## config.mk

```make
export PLATFORM = sky130hd
export DESIGN_NAME = throttle_plausibility_monitor
export DESIGN_NICKNAME = d
export VERILOG_FILES = /design/src/rtl/tpm_pkg.sv /design/src/rtl/throttle_plausibility_monitor.sv
export SDC_FILE = /design/constraint.sdc
export NUM_CORES = 1
export LEC_CHECK = 0
export CORE_MARGIN = 1.5
export CORE_UTILIZATION = 35
export DETAILED_ROUTE_END_ITERATION = 8
export DONT_BUFFER_PORTS = 1
export PLACE_DENSITY = 0.54
export SLEW_MARGIN = 10
export SYNTH_ARGS = -nofsm -noshare
export SYNTH_HDL_FRONTEND = slang
export SYNTH_SLANG_ARGS = --single-unit
```

## constraint.sdc

```tcl
create_clock -name i_clk -period 10.1 [get_ports i_clk]
set_input_delay 1.515 -clock i_clk [delete_from_list [all_inputs] [get_ports i_clk]]
set_output_delay 1.515 -clock i_clk [all_outputs]
set_load 0.01 [all_outputs]
```

## src/rtl/tpm_pkg.sv

```systemverilog
`timescale 1ns / 1ps
// tpm_pkg: shared types and constants of the throttle plausibility monitor
// no dependencies

package tpm_pkg;

    localparam int TIME_BITS_DEF = 32;
    localparam int NOW_W         = 32;
    localparam int VAL_W         = 16;
    localparam int SUM_W         = VAL_W + 1;
    localparam int NUM_CHECKS    = 7;

    // stream widths, padded to whole bytes
    localparam int S_DATA_W = 168;
    localparam int M_DATA_W = 16;

    // configuration port
    localparam int CFG_IDX_W  = 2;
    localparam int CFG_DATA_W = 17;

    typedef enum logic [CFG_IDX_W-1:0] {
        CFG_TIMEOUT    = 2'd0,
        CFG_PAIR_TOL   = 2'd1,
        CFG_TARGET_TOL = 2'd2
    } t_cfg_idx;

    localparam logic [VAL_W-1:0] TIMEOUT_RST    = 16'd100;
    localparam logic [VAL_W-1:0] PAIR_TOL_RST   = 16'd160;  // 10.0 in Q12.4
    localparam logic [SUM_W-1:0] TARGET_TOL_RST = 17'd160;

    // check numbering, same as the fault bit positions
    localparam int CHK_PEDAL_PAIR = 0;
    localparam int CHK_THR_PAIR   = 1;
    localparam int CHK_RANGE0     = 2;
    localparam int CHK_TARGET     = 6;

    // input item as carried on the slave tdata, last member in the low bits
    typedef struct packed {
        logic [3:0]       pad;
        logic [VAL_W-1:0] checked_throttle_b;
        logic [VAL_W-1:0] checked_throttle_a;
        logic [VAL_W-1:0] target_b;
        logic [VAL_W-1:0] target_a;
        logic [3:0]       range_ok;
        logic [VAL_W-1:0] throttle_b;
        logic [VAL_W-1:0] throttle_a;
        logic [VAL_W-1:0] pedal_b;
        logic [VAL_W-1:0] pedal_a;
        logic [NOW_W-1:0] now_ms;
    } t_sample;

    // result item as carried on the master tdata
    typedef struct packed {
        logic [6:0]            pad;
        logic [NUM_CHECKS-1:0] fault_bits;
        logic                  valid_ever;
        logic                  valid_now;
    } t_result;

    function automatic logic [VAL_W-1:0] abs_diff16(input logic [VAL_W-1:0] a,
                                                    input logic [VAL_W-1:0] b);
        logic [VAL_W-1:0] d;
        d = (a > b) ? (a - b) : (b - a);
        return d;
    endfunction

    function automatic logic [SUM_W-1:0] abs_diff17(input logic [SUM_W-1:0] a,
                                                    input logic [SUM_W-1:0] b);
        logic [SUM_W-1:0] d;
        d = (a > b) ? (a - b) : (b - a);
        return d;
    endfunction

endpackage

```

## src/rtl/throttle_plausibility_monitor.sv

```systemverilog
`timescale 1ns / 1ps
// throttle_plausibility_monitor: pedal and throttle sensor plausibility checks
// depends on tpm_pkg
//
// usage:
//   slave stream takes one sensor sample per item, master stream returns one
//   result item (valid_now, valid_ever, fault_bits) for every sample.
//   the config port writes timeout_ms, pair_tolerance and target_tolerance;
//   write it only while no item is in flight.
// timing:
//   a sample lands in an input register, the seven compare-and-timestamp checks
//   run between that register and the result register. result shows on the
//   master side once the item moves into the result register. one item per
//   cycle is sustained while the master side holds tready high; the per-check
//   last-good-time registers are updated as the item moves into the result
//   register, so the next item sees them.
// reset:
//   last good times clear to zero, the sticky valid latch sets, registers take
//   their defaults (100 ms, 10.0, 10.0), both stages empty.
// stall:
//   when the master side holds tready low the result register keeps its item,
//   the input register still takes one more sample if it is empty, then tready drops.

module throttle_plausibility_monitor #(
    parameter int TIME_BITS = tpm_pkg::TIME_BITS_DEF
) (
    input  logic                            i_clk,
    input  logic                            i_rst_n,
    // config write port
    input  logic                            i_cfg_we,
    input  logic [tpm_pkg::CFG_IDX_W-1:0]   i_cfg_index,
    input  logic [tpm_pkg::CFG_DATA_W-1:0]  i_cfg_data,
    // sample stream
    input  logic                            s_axis_tvalid,
    output logic                            s_axis_tready,
    // low to high: now_ms, pedal_a, pedal_b, throttle_a, throttle_b, range_ok,
    // target_a, target_b, checked_throttle_a, checked_throttle_b, zero pad
    input  logic [tpm_pkg::S_DATA_W-1:0]    s_axis_tdata,
    // result stream
    output logic                            m_axis_tvalid,
    input  logic                            m_axis_tready,
    // low to high: valid_now, valid_ever, fault_bits[6:0], zero pad
    output logic [tpm_pkg::M_DATA_W-1:0]    m_axis_tdata
);

    import tpm_pkg::*;

    // configuration
    logic [VAL_W-1:0] r_timeout;
    logic [VAL_W-1:0] r_pair_tol;
    logic [SUM_W-1:0] r_target_tol;

    // check state
    logic [TIME_BITS-1:0]  r_last_good [NUM_CHECKS];
    logic [TIME_BITS-1:0]  n_last_good [NUM_CHECKS];
    logic                  r_all_ok;
    logic                  n_all_ok;

    // input stage and result stage
    logic     r_s1_valid;
    t_sample  r_s1;
    logic     r_out_valid;
    t_result  r_out;
    t_result  n_out;

    logic                  w_s1_adv;
    logic [TIME_BITS-1:0]  w_now;
    logic [NUM_CHECKS-1:0] w_pass;
    logic [NUM_CHECKS-1:0] w_fault;
    logic [SUM_W-1:0]      w_tgt_sum;
    logic [SUM_W-1:0]      w_thr_sum;

    assign w_s1_adv      = r_s1_valid && (!r_out_valid || m_axis_tready);
    assign s_axis_tready = !r_s1_valid || w_s1_adv;
    assign m_axis_tvalid = r_out_valid;
    assign m_axis_tdata  = r_out;

    // sample time reduced or widened to the time width
    generate
        if (TIME_BITS > NOW_W) begin : g_now_wide
            assign w_now = {{(TIME_BITS-NOW_W){1'b0}}, r_s1.now_ms};
        end else if (TIME_BITS == NOW_W) begin : g_now_same
            assign w_now = r_s1.now_ms;
        end else begin : g_now_narrow
            assign w_now = r_s1.now_ms[TIME_BITS-1:0];
        end
    endgenerate

    assign w_tgt_sum = {1'b0, r_s1.target_a} + {1'b0, r_s1.target_b};
    assign w_thr_sum = {1'b0, r_s1.checked_throttle_a} + {1'b0, r_s1.checked_throttle_b};

    always_comb begin
        w_pass[CHK_PEDAL_PAIR] = abs_diff16(r_s1.pedal_a, r_s1.pedal_b) < r_pair_tol;
        w_pass[CHK_THR_PAIR]   = abs_diff16(r_s1.throttle_a, r_s1.throttle_b) < r_pair_tol;
        w_pass[CHK_RANGE0 +: 4] = r_s1.range_ok;
        w_pass[CHK_TARGET]     = abs_diff17(w_tgt_sum, w_thr_sum) < r_target_tol;
    end

    // a failing check faults only after the timeout, wrapping difference
    always_comb begin
        for (int i = 0; i < NUM_CHECKS; i++) begin
            w_fault[i]     = !w_pass[i] &&
                             ((w_now - r_last_good[i]) >
                              {{(TIME_BITS-VAL_W){1'b0}}, r_timeout});
            n_last_good[i] = w_pass[i] ? w_now : r_last_good[i];
        end
        n_all_ok         = r_all_ok && (w_fault == '0);
        n_out            = '0;
        n_out.valid_now  = (w_fault == '0);
        n_out.valid_ever = n_all_ok;
        n_out.fault_bits = w_fault;
    end

    always_ff @(posedge i_clk) begin
        if (!i_rst_n) begin
            r_timeout    <= TIMEOUT_RST;
            r_pair_tol   <= PAIR_TOL_RST;
            r_target_tol <= TARGET_TOL_RST;
        end else if (i_cfg_we) begin
            unique case (t_cfg_idx'(i_cfg_index))
                CFG_TIMEOUT:    r_timeout    <= i_cfg_data[VAL_W-1:0];
                CFG_PAIR_TOL:   r_pair_tol   <= i_cfg_data[VAL_W-1:0];
                CFG_TARGET_TOL: r_target_tol <= i_cfg_data;
                default: ;
            endcase
        end
    end

    always_ff @(posedge i_clk) begin
        if (!i_rst_n) begin
            r_s1_valid  <= 1'b0;
            r_out_valid <= 1'b0;
            r_all_ok    <= 1'b1;
            for (int i = 0; i < NUM_CHECKS; i++) begin
                r_last_good[i] <= '0;
            end
        end else begin
            if (s_axis_tready) begin
                r_s1_valid <= s_axis_tvalid;
            end
            if (w_s1_adv) begin
                r_out_valid <= 1'b1;
                r_all_ok    <= n_all_ok;
                for (int i = 0; i < NUM_CHECKS; i++) begin
                    r_last_good[i] <= n_last_good[i];
                end
            end else if (m_axis_tready) begin
                r_out_valid <= 1'b0;
            end
        end
    end

    // payload registers
    always_ff @(posedge i_clk) begin
        if (s_axis_tready && s_axis_tvalid) begin
            r_s1 <= t_sample'(s_axis_tdata);
        end
        if (w_s1_adv) begin
            r_out <= n_out;
        end
    end

    a_valid_matches_faults: assert property (@(posedge i_clk) disable iff (!i_rst_n)
        r_out_valid |-> (r_out.valid_now == (r_out.fault_bits == '0)))
        else $error("valid_now disagrees with fault bits");

    a_ever_implies_now: assert property (@(posedge i_clk) disable iff (!i_rst_n)
        (r_out_valid && r_out.valid_ever) |-> r_out.valid_now)
        else $error("valid_ever set on a faulted item");

    a_latch_sticky: assert property (@(posedge i_clk) disable iff (!i_rst_n)
        !r_all_ok |=> !r_all_ok)
        else $error("all-time latch set again without reset");

    a_pass_records_time: assert property (@(posedge i_clk) disable iff (!i_rst_n)
        (w_s1_adv && w_pass[CHK_TARGET]) |=> (r_last_good[CHK_TARGET] == $past(w_now)))
        else $error("target check pass did not record its time");

    a_fault_needs_fail: assert property (@(posedge i_clk) disable iff (!i_rst_n)
        w_s1_adv |=> ((r_out.fault_bits & $past(w_pass)) == '0))
        else $error("fault reported on a passing check");

endmodule
```

* Word level (Yosys, flattened, before mapping)
Memories as Yosys holds them, arrays and structs flattened. Index checks and enable logic that the tools add are counted.
Storage, ports and cells: register bits 225, word-level logic and storage cells 107, input bits 192, memories 1, memory bits (writable) 224, output and inout port bits 18
Memory list:
- r_last_good | depth 7, bits a word 32, rd ports 7, clocked after memory_dff 0, wr ports 7, RTL line throttle_plausibility_monitor.sv:54 | logic [TIME_BITS-1:0] r_last_good [NUM_CHECKS];
Operators by class: bitwise gates (word level) 7, $lt $le $gt $ge 13, muxes and demuxes 23, add/sub/neg operators 15, reductions and logical operators 27, equal/unequal tests 2
Operator list (count):
- $mux W32 | 14
- $gt A32 B16 Y1 | 7
- $sub A32 B32 Y32 | 7
- $sub A16 B16 Y16 | 4
- $add A16 B16 Y17 | 2
- $sub A17 B17 Y17 | 2
- $gt A16 B16 Y1 | 2
- $lt A16 B16 Y1 | 2
- $mux W16 | 2
- $gt A17 B17 Y1 | 1
- $lt A17 B17 Y1 | 1
- $mux W17 | 1
- $logic_and A1 B1 Y1 | 10
- $logic_not A1 Y1 | 9
- $logic_not A7 Y1 | 1
- $or A1 B1 Y1 | 7
- $mux W1 | 6
- $reduce_and A2 Y1 | 3
- $eq A2 B1 Y1 const B | 1
- $eq A2 B2 Y1 const B | 1
- $logic_not A2 Y1 | 1
- $logic_or A1 B1 Y1 | 2
- $reduce_bool A2 Y1 | 1

* Depth between registers and ports, before layout
word-level depth 8, depth in mapped cells 35, gate-level depth less buffers 33

* Least setup slack after synthesis
Ideal clock, no wire load.
path type register to register, from reg, netlist name r_s1[100], to mem r_last_good[6][0] (netlist name) (enable), period minus slack after synthesis 9313 ps, cell stages (with the launch flop) 31, required time 9630 ps, arrival 8843 ps, library setup time 470 ps, path buffers 3, setup slack 787 ps, cells stage by stage edfxtp_1 ha_1 fa_1 a21o_1 a21oi_1 o21bai_1 a21oi_1 o21bai_1 a21oi_1 o21bai_1 a21oi_1 o21ai_0 a311o_1 xnor2_1 ha_1 clkbuf_1 and2_1 a221oi_1 a21bo_1 buf_1 buf_1 mux2_2 ha_1 a21boi_0 o21a_1 o21a_1 o21a_1 o21a_1 o211ai_1 a2111oi_0 o31ai_1
RTL lines (RTL line):
- to (decl) | throttle_plausibility_monitor.sv:54

==> results.tsv <==
metric	value	unit
dpl hpwl	80900	µm
PD cells	178	mW/mm²
Lkg Pwr	16.8	nW
Reg2Reg Setup Slack	1.69	ns
area delta synth->final	9.75	%
ant diodes	0	
Skew-Pair Late Insertion Delay	0.64	ns
final instance area	0.0403	mm²
outcome	complete, no violations	
Worst Hold Depth	2	
number of flops mapped to enable cells by yosys	397	
uppermost layer routed	met5	
Initial Util	35.4	%
Total Power	7.16	mW
reg2reg end	m_axis_tdata[1]	
maximum clock rate	0.119	GHz
Peak VDD IR	0.157	mV
final hold vios	0	
Bufs on Longest Clock Path	3	
count of cell types in the netlist	98	
post-layout net count	4627	
Final Setup Violations	0	
critical path arrival	8.80	ns
fin crit period	8.41	ns
CTS clk-pin slew, worst paths	0.07	ns
TritonCTS sink count	449	
DRT Wirelength	101000	µm
initial antenna violation count	4	
cts bufs inserted	56	
DRT met1 WL	47200	µm
worst-path cell with the longest stage delay	a2111oi_1	
synthesized area	0.0367	mm²
Worst Min Path Start	r_timeout[13]	
Critical Path Start Type	flop	
Final period util	83.2	%
number of global-route vias before repair	28000	
GRT Util Overall	18.4	%
ys flop type	edfxtp_1	
r2r worst-path depth	32	
vias per inst	5.35	
cell with the most instances on the worst path	a21oi_1	
worst slew pin tran	1.10	ns
Top Ports	210	
core area	0.104	mm²
RSZ-0062 raised after global routing	false	
Ys Warns	0	
required time worst endpoint	10.49	ns
Die Width	327	µm
GPL Wtd Cong	0.912	
number of hold buffers added after CTS	0	
r2r startpoint	r_s1[100]	
layout cells sized above 1	4.42	%
die extent in y	327	µm
Pre-antenna DRT Iters	5	
min-delay worst type	reg -> reg	
Gate Count Post-Synth	3927	
GRT overflow	0	
Clock Skew	0.0228	ns
routed wl met3	4100	µm
worst path bufs/invs	0	
max-capacitance violation count	0	
async set-reset flop share out of synthesis	0	%
critical path peak fanout	13	
Rel. slew slack	26.3	%
CTS tree	yes	
sequential share of the synthesized area	35.3	%
CP endpoint kind	flop	
# rows	118	
global-route wire length before repair	155000	µm
met2 WL	46100	µm
TNS Setup	0	ns
IO buf count	0	
Root Driver	clkbuf_16	
Synth Register Bits	449	
placed instance area	0.0383	mm²
critical path class	reg -> reg	
Routed Antenna Nets	0	
synthesized area per cell	9.36	µm²
die area	0.107	mm²
H-tree levels	2	
post-CTS resize count	0	
Residual DRC	0	
Worst Hold Path EP	r_timeout[13]	
Setup Buffers After CTS	0	
routed length per instance	18.9	µm
Crit path largest cell delay	0.71	ns
Vias	28600	
largest net degree at the start of global routing	93	
final core occ	38.8	%
Top delay family on crit path	compound AO/OA/AOI/OAI gates	
Initial DRC Count	1807	
Slew Viols, Final	0	
## state kept, by name (all words and copies together), names as in the netlist
name / count
r_last_good: 224
r_all_ok: 1
w_now: 32
m_axis_tvalid: 1
r_s1_valid: 1
r_s1: 132
r_timeout: 16
r_pair_tol: 16
r_target_tol: 17
m_axis_tdata: 9
## cell families after synthesis
logic type / after synthesis / synth area share, %
buffers and inverters: 538 / 5.57
other: 1 / 0.0102
multiplexers: 62 / 1.74
XOR/XNOR: 216 / 5.15
AND/OR/NAND/NOR: 1023 / 14.1
adder cells (fa/ha/maj): 517 / 17.9
AO/OA/AOI/OAI: 1121 / 20.3
flip-flops: 449 / 35.3
## Yosys cell counts, drive strengths merged (8+ instances only)
| cell type | number | area [µm²] |
|---|---|---|
| clkbuf | 87 | 327 |
| and3 | 31 | 195 |
| nor4 | 27 | 175 |
| nand4 | 75 | 469 |
| o31ai | 23 | 178 |
| o22ai | 9 | 56.3 |
| o21bai | 50 | 375 |
| dfxtp | 52 | 1040 |
| and2 | 121 | 757 |
| nor2b | 45 | 282 |
| a31oi | 32 | 200 |
| xor2 | 80 | 701 |
| a2111oi | 14 | 129 |
| o31a | 8 | 70.1 |
| fa | 15 | 300 |
| nand3 | 66 | 330 |
| nor2 | 185 | 694 |
| o21ai | 154 | 771 |
| nor3b | 8 | 60.1 |
| edfxtp | 397 | 11900 |
| and4 | 14 | 123 |
| a21oi | 335 | 1680 |
| a21o | 149 | 1120 |
| xnor2 | 136 | 1190 |
| o2111ai | 10 | 93.8 |
| o211ai | 39 | 293 |
| a211oi | 39 | 298 |
| nand2 | 290 | 1100 |
| nand2b | 35 | 219 |
| or2 | 8 | 50.1 |
| mux2i | 47 | 470 |
| or3 | 21 | 138 |
| nor3 | 69 | 345 |
| mux2 | 15 | 169 |
| a211o | 13 | 114 |
| a21boi | 60 | 450 |
| o21a | 67 | 503 |
| o221ai | 11 | 96.3 |
| buf | 16 | 87.6 |
| a221oi | 16 | 146 |
| ha | 502 | 6280 |
| inv | 435 | 1630 |
| a31o | 8 | 70.1 |
## routing by layer
layer	global-route usage [%]	vias to the layer above
met5	0	-
met4	6.66	6
met3	2.16	168
met2	30.6	629
met1	24.6	13400
li1	-	14400
## where the power goes
part	internal [mW]	switching, mW	leakage [nW]
Clock	1.32	0.850	0.954
Sequential	2.19	0.0737	4.46
Combinational	1.12	1.61	11.4
Total	4.63	2.54	16.8
## cell usage in the layout (no fill, tap or decap), types with 118 or more instances in the layout
cell,n
nor2_1,185
inv_1,434
a21o_1,149
o21ai_0,137
nand2_1,289
and2_1,118
edfxtp_1,397
a21oi_1,334
ha_1,502
xnor2_1,136
## tightest hold or removal path: cells and delay by family (launching register included)
| kind | cells | cell delay [ns] |
|---|---|---|
| flip-flops | 1 | 0.31 |
| AO/OA/AOI/OAI | 1 | 0.06 |
| AND/OR/NAND/NOR | 1 | 0.05 |
## metrics by stage
step                instances  hold slack (ns)  worst slack [ns]
global placement         5240            0.450              1.85
floorplan                3933            0.441             0.787
CTS                      5343            0.464              1.67
detailed placement       5240            0.457              1.72
global route             5343            0.487              1.10
finish                   5343            0.461              1.69
## worst max path at each step
stage	start	endpoint	slack [ns]	cells past startpoint
floorplan	r_s1[100]	r_last_good[6][0]	0.79	30
global placement	r_s1[132]	m_axis_tdata[1]	1.85	31
detailed placement	r_s1[132]	m_axis_tdata[1]	1.72	32
CTS	r_s1[132]	m_axis_tdata[1]	1.67	32
global route	r_s1[100]	m_axis_tdata[1]	1.10	32
finish	r_s1[100]	m_axis_tdata[1]	1.69	32
## area by class of cell
cell class              count  area [µm²]
flip-flops and latches    449       13000
clock inverters            41         533
inverters                 435        1630
multi-input cells        2946       21800
repair buffers             30         225
fillers                 10400       63500
clock buffers              62        1450
well taps                1380        1730
(Power assumes the default switching activity.)
